==> src/rtl/nsem_pkg.sv <==
// ----------------------------------------------------------------------------
// nsem_pkg
// Shared types, constants and the microcode program of the smooth size search.
// ----------------------------------------------------------------------------
package nsem_pkg;

  localparam int unsigned BaseW  = 17;  // configured base
  localparam int unsigned SizeW  = 35;  // result field
  localparam int unsigned GoalW  = 36;  // even-rounded target, below the limit
  localparam int unsigned PW     = 37;  // row value base2 * 3^j
  localparam int unsigned QW     = 38;  // column value p * 5^k
  localparam int unsigned RW     = 39;  // aligned candidate q * 2^i
  localparam int unsigned ShW    = 6;   // count of doublings
  localparam int unsigned StepW  = 4;

  localparam logic [SizeW-1:0] SizeLimit = '1;

  // Reciprocals for exact division of BaseW-bit values by 3 and by 5.
  localparam int unsigned       RecipShift = 24;
  localparam int unsigned       RecipW     = 23;
  localparam logic [RecipW-1:0] Recip3     = 23'd5592406;
  localparam logic [RecipW-1:0] Recip5     = 23'd3355444;

  typedef logic [StepW-1:0] step_t;

  localparam step_t S_WAIT   = 4'd0;
  localparam step_t S_SMALL  = 4'd1;
  localparam step_t S_BIG    = 4'd2;
  localparam step_t S_STRIP2 = 4'd3;
  localparam step_t S_STRIP3 = 4'd4;
  localparam step_t S_STRIP5 = 4'd5;
  localparam step_t S_BASE   = 4'd6;
  localparam step_t S_ALIGN  = 4'd7;
  localparam step_t S_OUTER  = 4'd8;
  localparam step_t S_INNER  = 4'd9;
  localparam step_t S_EMIT   = 4'd10;
  localparam step_t S_LAST   = S_EMIT;

  typedef enum logic [3:0] {
    OP_NONE,
    OP_LOAD,
    OP_SET_TWO,
    OP_SET_NF,
    OP_LOAD_BASE,
    OP_STRIP2,
    OP_STRIP3,
    OP_STRIP5,
    OP_INIT_P,
    OP_ALIGN,
    OP_START_Q,
    OP_STEP_Q,
    OP_STEP_P,
    OP_FINISH,
    OP_EMIT
  } op_e;

  typedef enum logic [3:0] {
    C_IN_VALID,
    C_SMALL,
    C_BIG,
    C_EVEN,
    C_DIV3,
    C_DIV5,
    C_BASE_BAD,
    C_ALIGN_LOW,
    C_P_OVER,
    C_Q_OVER,
    C_OUT_FREE
  } cond_e;

  typedef struct packed {
    logic in_valid;
    logic low_tgt;
    logic big;
    logic even;
    logic div3;
    logic div5;
    logic base_bad;
    logic align_low;
    logic p_over;
    logic q_over;
    logic out_free;
  } status_t;

  typedef struct packed {
    op_e  op;
    logic idle;
  } ctrl_t;

  typedef struct packed {
    cond_e cond;
    op_e   op_hit;
    step_t jmp_hit;
    op_e   op_miss;
    step_t jmp_miss;
  } uword_t;

  // Control store: one word per step, a condition selects op and next step.
  function automatic uword_t ucode(step_t s);
    uword_t w;
    case (s)
      S_WAIT:   w = '{C_IN_VALID,  OP_LOAD,    S_SMALL,  OP_NONE,      S_WAIT};
      S_SMALL:  w = '{C_SMALL,     OP_SET_TWO, S_EMIT,   OP_NONE,      S_BIG};
      S_BIG:    w = '{C_BIG,       OP_SET_NF,  S_EMIT,   OP_LOAD_BASE, S_STRIP2};
      S_STRIP2: w = '{C_EVEN,      OP_STRIP2,  S_STRIP2, OP_NONE,      S_STRIP3};
      S_STRIP3: w = '{C_DIV3,      OP_STRIP3,  S_STRIP3, OP_NONE,      S_STRIP5};
      S_STRIP5: w = '{C_DIV5,      OP_STRIP5,  S_STRIP5, OP_NONE,      S_BASE};
      S_BASE:   w = '{C_BASE_BAD,  OP_SET_NF,  S_EMIT,   OP_INIT_P,    S_ALIGN};
      S_ALIGN:  w = '{C_ALIGN_LOW, OP_ALIGN,   S_ALIGN,  OP_NONE,      S_OUTER};
      S_OUTER:  w = '{C_P_OVER,    OP_FINISH,  S_EMIT,   OP_START_Q,   S_INNER};
      S_INNER:  w = '{C_Q_OVER,    OP_STEP_P,  S_OUTER,  OP_STEP_Q,    S_INNER};
      S_EMIT:   w = '{C_OUT_FREE,  OP_EMIT,    S_WAIT,   OP_NONE,      S_EMIT};
      default:  w = '{C_IN_VALID,  OP_NONE,    S_WAIT,   OP_NONE,      S_WAIT};
    endcase
    return w;
  endfunction

  // Quotient of n by a small constant through its scaled reciprocal.
  function automatic logic [BaseW-1:0] div_const(logic [BaseW-1:0] n,
                                                 logic [RecipW-1:0] m);
    logic [BaseW+RecipW-1:0] prod;
    prod = {{RecipW{1'b0}}, n} * {{BaseW{1'b0}}, m};
    return {1'b0, prod[RecipShift +: BaseW-1]};
  endfunction

endpackage

==> src/rtl/nsem_in_if.sv <==
// ----------------------------------------------------------------------------
// nsem_in_if
// Request channel: one target length per transaction.
// ----------------------------------------------------------------------------
interface nsem_in_if #(
  parameter int unsigned TARGET_WIDTH = 32
);
  logic                    valid;
  logic                    ready;
  logic [TARGET_WIDTH-1:0] target;

  modport source (output valid, output target, input ready);
  modport sink   (input valid, input target, output ready);
endinterface

==> src/rtl/nsem_out_if.sv <==
// ----------------------------------------------------------------------------
// nsem_out_if
// Result channel: smooth size and not-found flag per transaction.
// ----------------------------------------------------------------------------
interface nsem_out_if;
  logic        valid;
  logic        ready;
  logic [34:0] smooth_size;
  logic        not_found;

  modport source (output valid, output smooth_size, output not_found, input ready);
  modport sink   (input valid, input smooth_size, input not_found, output ready);
endinterface

==> src/rtl/nsem_seq.sv <==
// ----------------------------------------------------------------------------
// nsem_seq
// Step counter and control store that drive the search datapath.
// ----------------------------------------------------------------------------
module nsem_seq (
  input  logic             clk_i,
  input  logic             rst_ni,
  input  nsem_pkg::status_t status_i,
  output nsem_pkg::ctrl_t   ctrl_o
);
  import nsem_pkg::*;

  step_t  step_q, step_d;
  uword_t word;
  logic   hit;

  assign word = ucode(step_q);

  always_comb begin
    case (word.cond)
      C_IN_VALID:  hit = status_i.in_valid;
      C_SMALL:     hit = status_i.low_tgt;
      C_BIG:       hit = status_i.big;
      C_EVEN:      hit = status_i.even;
      C_DIV3:      hit = status_i.div3;
      C_DIV5:      hit = status_i.div5;
      C_BASE_BAD:  hit = status_i.base_bad;
      C_ALIGN_LOW: hit = status_i.align_low;
      C_P_OVER:    hit = status_i.p_over;
      C_Q_OVER:    hit = status_i.q_over;
      C_OUT_FREE:  hit = status_i.out_free;
      default:     hit = 1'b0;
    endcase
  end

  assign step_d      = hit ? word.jmp_hit : word.jmp_miss;
  assign ctrl_o.op   = hit ? word.op_hit : word.op_miss;
  assign ctrl_o.idle = (step_q == S_WAIT);

  always_ff @(posedge clk_i or negedge rst_ni) begin
    if (!rst_ni) begin
      step_q <= S_WAIT;
    end else begin
      step_q <= step_d;
    end
  end

  assert property (@(posedge clk_i) disable iff (!rst_ni) step_q <= S_LAST)
    else $error("step counter left the program");

  assert property (@(posedge clk_i) disable iff (!rst_ni)
    (status_i.in_valid && ctrl_o.idle) |=> (step_q == S_SMALL))
    else $error("accepted transaction did not start the program");

  assert property (@(posedge clk_i) disable iff (!rst_ni)
    (step_q == S_EMIT && status_i.out_free) |=> (step_q == S_WAIT))
    else $error("result handoff did not return to wait");

endmodule

==> src/rtl/nsem_dp.sv <==
// ----------------------------------------------------------------------------
// nsem_dp
// Datapath of the search: base stripping, row and column stepping, result.
// ----------------------------------------------------------------------------
module nsem_dp #(
  parameter int unsigned TARGET_WIDTH = 32
) (
  input  logic                          clk_i,
  input  logic                          rst_ni,
  input  nsem_pkg::ctrl_t               ctrl_i,
  output nsem_pkg::status_t             status_o,
  input  logic                          in_valid_i,
  input  logic [TARGET_WIDTH-1:0]       target_i,
  input  logic [nsem_pkg::BaseW-1:0]    base_i,
  output logic                          out_valid_o,
  input  logic                          out_ready_i,
  output logic [nsem_pkg::SizeW-1:0]    smooth_size_o,
  output logic                          not_found_o
);
  import nsem_pkg::*;

  localparam int unsigned WideW = (TARGET_WIDTH > GoalW) ? TARGET_WIDTH : GoalW;

  logic [WideW-1:0] tgt_ext, tgt_even;
  logic             small_q, big_q;
  logic [GoalW-1:0] goal_q;
  logic [RW-1:0]    goal_r;

  logic [BaseW-1:0] b_q, quo3, quo5;
  logic [BaseW:0]   m3;
  logic [BaseW+1:0] m5;
  logic [BaseW:0]   base2;

  logic [PW-1:0]  p_q, p3;
  logic [RW-1:0]  pr_q, r3, pr_next;
  logic [ShW-1:0] pi_q, pi_next;
  logic [QW-1:0]  q_q, q5;
  logic [RW-1:0]  qr_q, r5, qr_next;
  logic [ShW-1:0] qi_q, qi_next;

  logic [SizeW-1:0] best_q;
  logic             have_q, cand_ok;
  logic [SizeW-1:0] res_size_q, out_size_q;
  logic             res_nf_q, out_nf_q, out_valid_q;

  // Request decode; the goal is the target rounded up to even.
  assign tgt_ext  = WideW'(target_i);
  assign tgt_even = tgt_ext + WideW'(tgt_ext[0]);
  assign goal_r   = RW'(goal_q);

  assign quo3  = div_const(b_q, Recip3);
  assign quo5  = div_const(b_q, Recip5);
  assign m3    = {quo3, 1'b0} + {1'b0, quo3};
  assign m5    = {quo5, 2'b00} + {2'b00, quo5};
  assign base2 = base_i[0] ? {base_i, 1'b0} : {1'b0, base_i};

  // Stepping a row or column scales the aligned candidate, then gives back
  // doublings that are no longer needed to stay at or above the goal.
  assign p3 = (p_q << 1) + p_q;
  assign r3 = (pr_q << 1) + pr_q;
  assign q5 = (q_q << 2) + q_q;
  assign r5 = (qr_q << 2) + qr_q;

  always_comb begin
    qr_next = r5;
    qi_next = qi_q;
    if (qi_q >= ShW'(3) && (r5 >> 3) >= goal_r) begin
      qr_next = r5 >> 3;
      qi_next = qi_q - ShW'(3);
    end else if (qi_q >= ShW'(2) && (r5 >> 2) >= goal_r) begin
      qr_next = r5 >> 2;
      qi_next = qi_q - ShW'(2);
    end else if (qi_q >= ShW'(1) && (r5 >> 1) >= goal_r) begin
      qr_next = r5 >> 1;
      qi_next = qi_q - ShW'(1);
    end
  end

  always_comb begin
    pr_next = r3;
    pi_next = pi_q;
    if (pi_q >= ShW'(2) && (r3 >> 2) >= goal_r) begin
      pr_next = r3 >> 2;
      pi_next = pi_q - ShW'(2);
    end else if (pi_q >= ShW'(1) && (r3 >> 1) >= goal_r) begin
      pr_next = r3 >> 1;
      pi_next = pi_q - ShW'(1);
    end
  end

  assign cand_ok = (qr_q <= RW'(SizeLimit)) &&
                   (!have_q || (qr_q[SizeW-1:0] < best_q));

  assign status_o.in_valid  = in_valid_i;
  assign status_o.low_tgt   = small_q;
  assign status_o.big       = big_q;
  assign status_o.even      = (b_q != '0) && !b_q[0];
  assign status_o.div3      = (b_q != '0) && (m3 == {1'b0, b_q});
  assign status_o.div5      = (b_q != '0) && (m5 == {2'b00, b_q});
  assign status_o.base_bad  = (base_i == '0) || (b_q != BaseW'(1));
  assign status_o.align_low = pr_q < goal_r;
  assign status_o.p_over    = p_q > PW'(SizeLimit);
  assign status_o.q_over    = q_q > QW'(SizeLimit);
  assign status_o.out_free  = !out_valid_q || out_ready_i;

  always_ff @(posedge clk_i) begin
    case (ctrl_i.op)
      OP_LOAD: begin
        small_q <= tgt_ext <= WideW'(2);
        big_q   <= tgt_ext >= WideW'(SizeLimit);
        goal_q  <= tgt_even[GoalW-1:0];
      end
      OP_SET_TWO: begin
        res_size_q <= SizeW'(2);
        res_nf_q   <= 1'b0;
      end
      OP_SET_NF: begin
        res_size_q <= '0;
        res_nf_q   <= 1'b1;
      end
      OP_LOAD_BASE: b_q <= base_i;
      OP_STRIP2:    b_q <= b_q >> 1;
      OP_STRIP3:    b_q <= quo3;
      OP_STRIP5:    b_q <= quo5;
      OP_INIT_P: begin
        p_q  <= PW'(base2);
        pr_q <= RW'(base2);
        pi_q <= '0;
      end
      OP_ALIGN: begin
        pr_q <= pr_q << 1;
        pi_q <= pi_q + ShW'(1);
      end
      OP_START_Q: begin
        q_q  <= QW'(p_q);
        qr_q <= pr_q;
        qi_q <= pi_q;
      end
      OP_STEP_Q: begin
        q_q  <= q5;
        qr_q <= qr_next;
        qi_q <= qi_next;
        if (cand_ok) begin
          best_q <= qr_q[SizeW-1:0];
        end
      end
      OP_STEP_P: begin
        p_q  <= p3;
        pr_q <= pr_next;
        pi_q <= pi_next;
      end
      OP_FINISH: begin
        res_size_q <= have_q ? best_q : '0;
        res_nf_q   <= !have_q;
      end
      OP_EMIT: begin
        out_size_q <= res_size_q;
        out_nf_q   <= res_nf_q;
      end
      default: ;
    endcase
  end

  always_ff @(posedge clk_i or negedge rst_ni) begin
    if (!rst_ni) begin
      have_q      <= 1'b0;
      out_valid_q <= 1'b0;
    end else begin
      if (ctrl_i.op == OP_INIT_P) begin
        have_q <= 1'b0;
      end else if (ctrl_i.op == OP_STEP_Q && cand_ok) begin
        have_q <= 1'b1;
      end
      if (ctrl_i.op == OP_EMIT) begin
        out_valid_q <= 1'b1;
      end else if (out_ready_i) begin
        out_valid_q <= 1'b0;
      end
    end
  end

  assign out_valid_o   = out_valid_q;
  assign smooth_size_o = out_size_q;
  assign not_found_o   = out_nf_q;

  assert property (@(posedge clk_i) disable iff (!rst_ni)
    $rose(out_valid_q) |-> $past(ctrl_i.op == OP_EMIT))
    else $error("result presented without an emit step");

  assert property (@(posedge clk_i) disable iff (!rst_ni)
    (out_valid_q && !out_nf_q) |-> (out_size_q != '0 && !out_size_q[0]))
    else $error("found size is not a positive even value");

  assert property (@(posedge clk_i) disable iff (!rst_ni)
    (ctrl_i.op == OP_STEP_Q && qi_q != '0) |-> (qr_q < {goal_r[RW-2:0], 1'b0}))
    else $error("aligned candidate carries a surplus doubling");

endmodule

==> src/rtl/next_smooth_even_multiple_top.sv <==
// ----------------------------------------------------------------------------
// next_smooth_even_multiple_top
// Smallest even 2-3-5-smooth multiple of a configured base at or above a target.
// ----------------------------------------------------------------------------
// Targets of 2 or less give 2 and targets beyond the result range give not
// found; otherwise the base is stripped of its 2, 3 and 5 factors, the first
// row is doubled up to the goal (at most 35 doublings) and the search grid is
// walked row by row and column by column. A base of 0 or with other factors
// gives not found. One transaction at a time.
// Reset: base register to 1, sequencer to wait, no result pending.
module next_smooth_even_multiple_top #(
  parameter int unsigned TARGET_WIDTH = 32
) (
  input  logic        clk_i,
  input  logic        rst_ni,
  input  logic        cfg_we_i,
  input  logic [16:0] cfg_wdata_i,
  nsem_in_if.sink     in_i,
  nsem_out_if.source  out_o
);
  import nsem_pkg::*;

  logic [BaseW-1:0] multiple_of_q;
  status_t          status;
  ctrl_t            ctrl;

  always_ff @(posedge clk_i or negedge rst_ni) begin
    if (!rst_ni) begin
      multiple_of_q <= BaseW'(1);
    end else if (cfg_we_i) begin
      multiple_of_q <= cfg_wdata_i;
    end
  end

  nsem_seq u_seq (
    .clk_i    (clk_i),
    .rst_ni   (rst_ni),
    .status_i (status),
    .ctrl_o   (ctrl)
  );

  nsem_dp #(
    .TARGET_WIDTH (TARGET_WIDTH)
  ) u_dp (
    .clk_i         (clk_i),
    .rst_ni        (rst_ni),
    .ctrl_i        (ctrl),
    .status_o      (status),
    .in_valid_i    (in_i.valid),
    .target_i      (in_i.target),
    .base_i        (multiple_of_q),
    .out_valid_o   (out_o.valid),
    .out_ready_i   (out_o.ready),
    .smooth_size_o (out_o.smooth_size),
    .not_found_o   (out_o.not_found)
  );

  assign in_i.ready = ctrl.idle;

endmodule
==> src/flat_wrapper.sv <==
// flat-port wrapper written by rule: the top's interface ports become plain ports
module next_smooth_even_multiple_top_flat import nsem_pkg::*;
#(
  parameter int unsigned TARGET_WIDTH = 32
)
  (clk_i, rst_ni, cfg_we_i, cfg_wdata_i, in_i_valid, in_i_target, in_i_ready, out_o_valid, out_o_smooth_size, out_o_not_found, out_o_ready);
  nsem_in_if #(.TARGET_WIDTH(TARGET_WIDTH)) in_i_i ();
  nsem_out_if out_o_i ();
  input  logic clk_i;
  input  logic rst_ni;
  input  logic cfg_we_i;
  input  logic [16:0] cfg_wdata_i;
  input wire logic [$bits(in_i_i.valid)-1:0] in_i_valid;
  input wire logic [$bits(in_i_i.target)-1:0] in_i_target;
  output wire logic [$bits(in_i_i.ready)-1:0] in_i_ready;
  output wire logic [$bits(out_o_i.valid)-1:0] out_o_valid;
  output wire logic [$bits(out_o_i.smooth_size)-1:0] out_o_smooth_size;
  output wire logic [$bits(out_o_i.not_found)-1:0] out_o_not_found;
  input wire logic [$bits(out_o_i.ready)-1:0] out_o_ready;
  assign in_i_i.valid = in_i_valid;
  assign in_i_i.target = in_i_target;
  assign in_i_ready = in_i_i.ready;
  assign out_o_valid = out_o_i.valid;
  assign out_o_smooth_size = out_o_i.smooth_size;
  assign out_o_not_found = out_o_i.not_found;
  assign out_o_i.ready = out_o_ready;
  next_smooth_even_multiple_top #(.TARGET_WIDTH(TARGET_WIDTH)) u_core (.clk_i(clk_i), .rst_ni(rst_ni), .cfg_we_i(cfg_we_i), .cfg_wdata_i(cfg_wdata_i), .in_i(in_i_i), .out_o(out_o_i));
endmodule
==> config.mk <==
export PLATFORM = sky130hd
export DESIGN_NAME = next_smooth_even_multiple_top_flat
export DESIGN_NICKNAME = d
export VERILOG_FILES = /design/src/rtl/nsem_pkg.sv /design/src/rtl/nsem_in_if.sv /design/src/rtl/nsem_out_if.sv /design/src/rtl/nsem_seq.sv /design/src/rtl/nsem_dp.sv /design/src/rtl/next_smooth_even_multiple_top.sv /design/src/flat_wrapper.sv
export SDC_FILE = /design/constraint.sdc
export NUM_CORES = 2
export LEC_CHECK = 0
export BUFFER_PORTS_ARGS = -buffer_cell sky130_fd_sc_hd__buf_2
export CORE_MARGIN = 4
export CORE_UTILIZATION = 59
export DETAILED_ROUTE_END_ITERATION = 7
export GPL_TIMING_DRIVEN = 0
export PLACE_DENSITY = 0.89
export SLEW_MARGIN = 20
export SYNTH_ARGS = -nofsm -noshare
export SYNTH_HDL_FRONTEND = slang
export SYNTH_SLANG_ARGS = --single-unit
==> constraint.sdc <==
create_clock -name clk_i -period 12.9 [get_ports clk_i]
set_input_delay 0.645 -clock clk_i [delete_from_list [all_inputs] [get_ports clk_i]]
set_output_delay 0.645 -clock clk_i [all_outputs]
set_load 0.03 [all_outputs]
==> impl_metrics.toml <==
[floorplan]
die_x_um = 270
ioPinCount = 92
initial_utilization_pct = 59.8
core_um2 = 67500
dieArea_um2 = 72700
rows = 95
die_y_um = 270

[synth]
synth_cell_types = 109
synthArstFlopShare_pct = 6.71
synth_edf_count = 320
synth_area_um2 = 40400
synthCells = 4355
ys_ff_latch = 343
syn_nets = 5246
seq_area_frac_synth_pct = 25.2
ys.flop_type = "edfxtp_1"
syn_area_per_cell_um2 = 9.28
ys.warnings.count = 0

[critical_path]
crit_arrival_ns = 12.70
path_max_fanout = 10
cp-end-kind = "flop"
crit_path_max_incr_delay_ns = 0.83
startpoint_type = "flop"
slowest_stage = "edfxtp_1"
critPathRequiredTime_ns = 13.19
critPathKind = "reg2reg"

[placed_design]
portBuffers = 90
place_hpwl_um = 94800
dpl_cell_area_um2 = 42000
place_congestion = 1.01

[clock_tree]
clk_latency_ns = 0.60
root_buffer = "clkbuf_16"
cts_hold_buffers = 0
cts.clk_slew.worst_paths_ns = 0.06
clock_tree.buffer_depth = 3
cts_buffers = 38
h-tree-depth = 2
cts_tree = "yes"
cts.sinks = 343

[global_route]
grtUsageTotal_pct = 31.5
grt_pass1_wl_um = 186000
first_global_vias = 35000
grt_max_degree = 58
antenna_found_initial = 1
overflow = 0

[finish]
final_cell_mix = "ha_1 (661), inv_1 (463), a21oi_1 (320), edfxtp_1 (320), nand2_1 (294)"
final_common_cell = "ha_1"
stdcell_area_um2 = 43500
multi_input_area_um2 = 28100
layout-drive-gt1-share_pct = 6.53
regArea_um2 = 10200
fillCellCount = 5156
num-nets-final = 5396
num_antenna_cells = 0
area_growth_pct = 7.75

[detailed_routing]
wl_um = 119000
vias = 35700
dr.pass1.iters = 8
drcViolationCount = 27
wire_per_inst_um = 22.0
via_per_inst = 6.60
drtIter0Drc = 4198
ant_nets = 0

[run]
maxCapViolations = 0

[timing]
finalMaxSlewViolations = 0
setup_viol = 0
rsz0062_at_grt = "false"
skew_ns = 0.0421
period_share_pct = 96.3
min_period_ns = 12.42
slew_headroom_pct = 31.8
worst_pin_slew_ns = 1.02
hold_viol = 0
max_freq_mhz = 80.5
whs_ns = 0.108

[run_status]
violations = "design-rule violations"
status = "complete, but fails checks"

[worst_hold_path]
hp-class = "in2async"
[Yosys cell counts (27+ instances only)]
master	count	area share, %
nand3_1	92	1.1
inv_1	465	4.3
a31oi_1	28	0.43
and3_1	69	1.1
a21o_1	114	2.1
o21a_1	36	0.67
a21oi_1	321	4.0
nor3_1	70	0.87
nand4_1	62	0.96
nand2b_1	75	1.2
or3_1	27	0.42
and2_1	35	0.54
edfxtp_1	320	24
a211oi_1	57	1.1
fa_1	176	8.7
clkbuf_1	89	0.83
nand2_1	294	2.7
o21ai_0	235	2.9
xor2_1	73	1.6
xnor2_1	139	3.0
o31ai_1	32	0.59
mux2i_1	80	2.0
nor2_1	243	2.3
ha_1	661	20
nor2b_1	51	0.79
o211ai_1	50	0.93
mux2_2	35	0.98
[stage by stage]
| step | setup TNS, ns | worst slack, ns | utilization [%] | std cells |
|---|---|---|---|---|
| 3_3_place_gp | -61.36 | -1.71 | 62.1 | 5318 |
| 3_5_place_dp | 0 | 0.265 | 62.3 | 5324 |
| 6_report | 0 | 0.481 | 64.5 | 5408 |
| 2_1_floorplan | 0 | 0.704 | - | 4355 |
| 5_1_grt | 0 | 0.0224 | 64.5 | 5408 |
| 4_1_cts | 0 | 0.186 | 64.2 | 5394 |
[routing by layer]
layer / vias to the layer above / wire length, µm / share of wire [%] / global-route usage (%)
li1: 16200 / - / - / -
met4: 2 / 6550 / 5.5 / 14.1
met1: 16800 / 47000 / 39 / 42.2
met3: 443 / 13600 / 11 / 6.50
met2: 2196 / 51800 / 44 / 49.7
met5: - / 13 / 0.011 / 0
[critical path: cells and delay by family, from the launching register on]
family                   cells  cell delay (ns)
flip-flops                   1             0.83
AND/OR/NAND/NOR              9             2.08
buffers and inverters        9             1.66
adder cells (fa/ha/maj)      8             3.87
AO/OA/AOI/OAI               17             3.63
[worst paths after layout]
check                                            from                       endpoint  slack (ns)  cells after the start
max                                u_core.u_dp.b_q[5]            u_core.u_dp.p_q[12]        0.48                     43
max in group asynchronous                      rst_ni        u_core.u_dp.out_valid_o       12.25                      1
min in group clk_i                     cfg_wdata_i[7]        u_core.multiple_of_q[7]        0.27                      2
min reg2reg                u_core.u_dp.res_size_q[21]  u_core.u_dp.smooth_size_o[21]        0.41                      0
max reg2reg                        u_core.u_dp.b_q[5]            u_core.u_dp.p_q[12]        0.48                     43
min                                            rst_ni        u_core.multiple_of_q[7]        0.11                      1
[registers in the layout, indices dropped and copies added (netlist names), 32 cells and up]
name,cells
u_core.u_dp.qr_q,39
u_core.u_dp.q_q,37
u_core.u_dp.smooth_size_o,35
u_core.u_dp.res_size_q,35
u_core.u_dp.goal_q,32
u_core.u_dp.best_q,35
u_core.u_dp.p_q,36
u_core.u_dp.pr_q,39
[layout make-up]
type	count	area share (%)
Multi-Input combinational cell	3427	64.5
Sequential cell	343	23.4
Inverter	469	4.05
Tap cell	873	2.51
Clock buffer	41	2.21
Timing Repair Buffer	109	1.45
Buffer	117	1.08
Clock inverter	29	0.839
[cells by family after synthesis]
kind of cell | after synthesis | synth area share [%]
AO/OA/AOI/OAI | 1146 | 18.6
XOR/XNOR | 215 | 4.77
adder cells (fa/ha/maj) | 838 | 29.2
buffers and inverters | 586 | 5.51
flip-flops | 343 | 25.2
multiplexers | 116 | 2.99
AND/OR/NAND/NOR | 1111 | 13.7
[timing repair]
item,in CTS,in global routing
buffers inserted,0,13
resized for setup,0,10
setup endpoints to repair,0,216
Power is left out: the tool's default activity adds up to more than one toggle a clock period on the data nets, which glitch-free logic cannot reach.
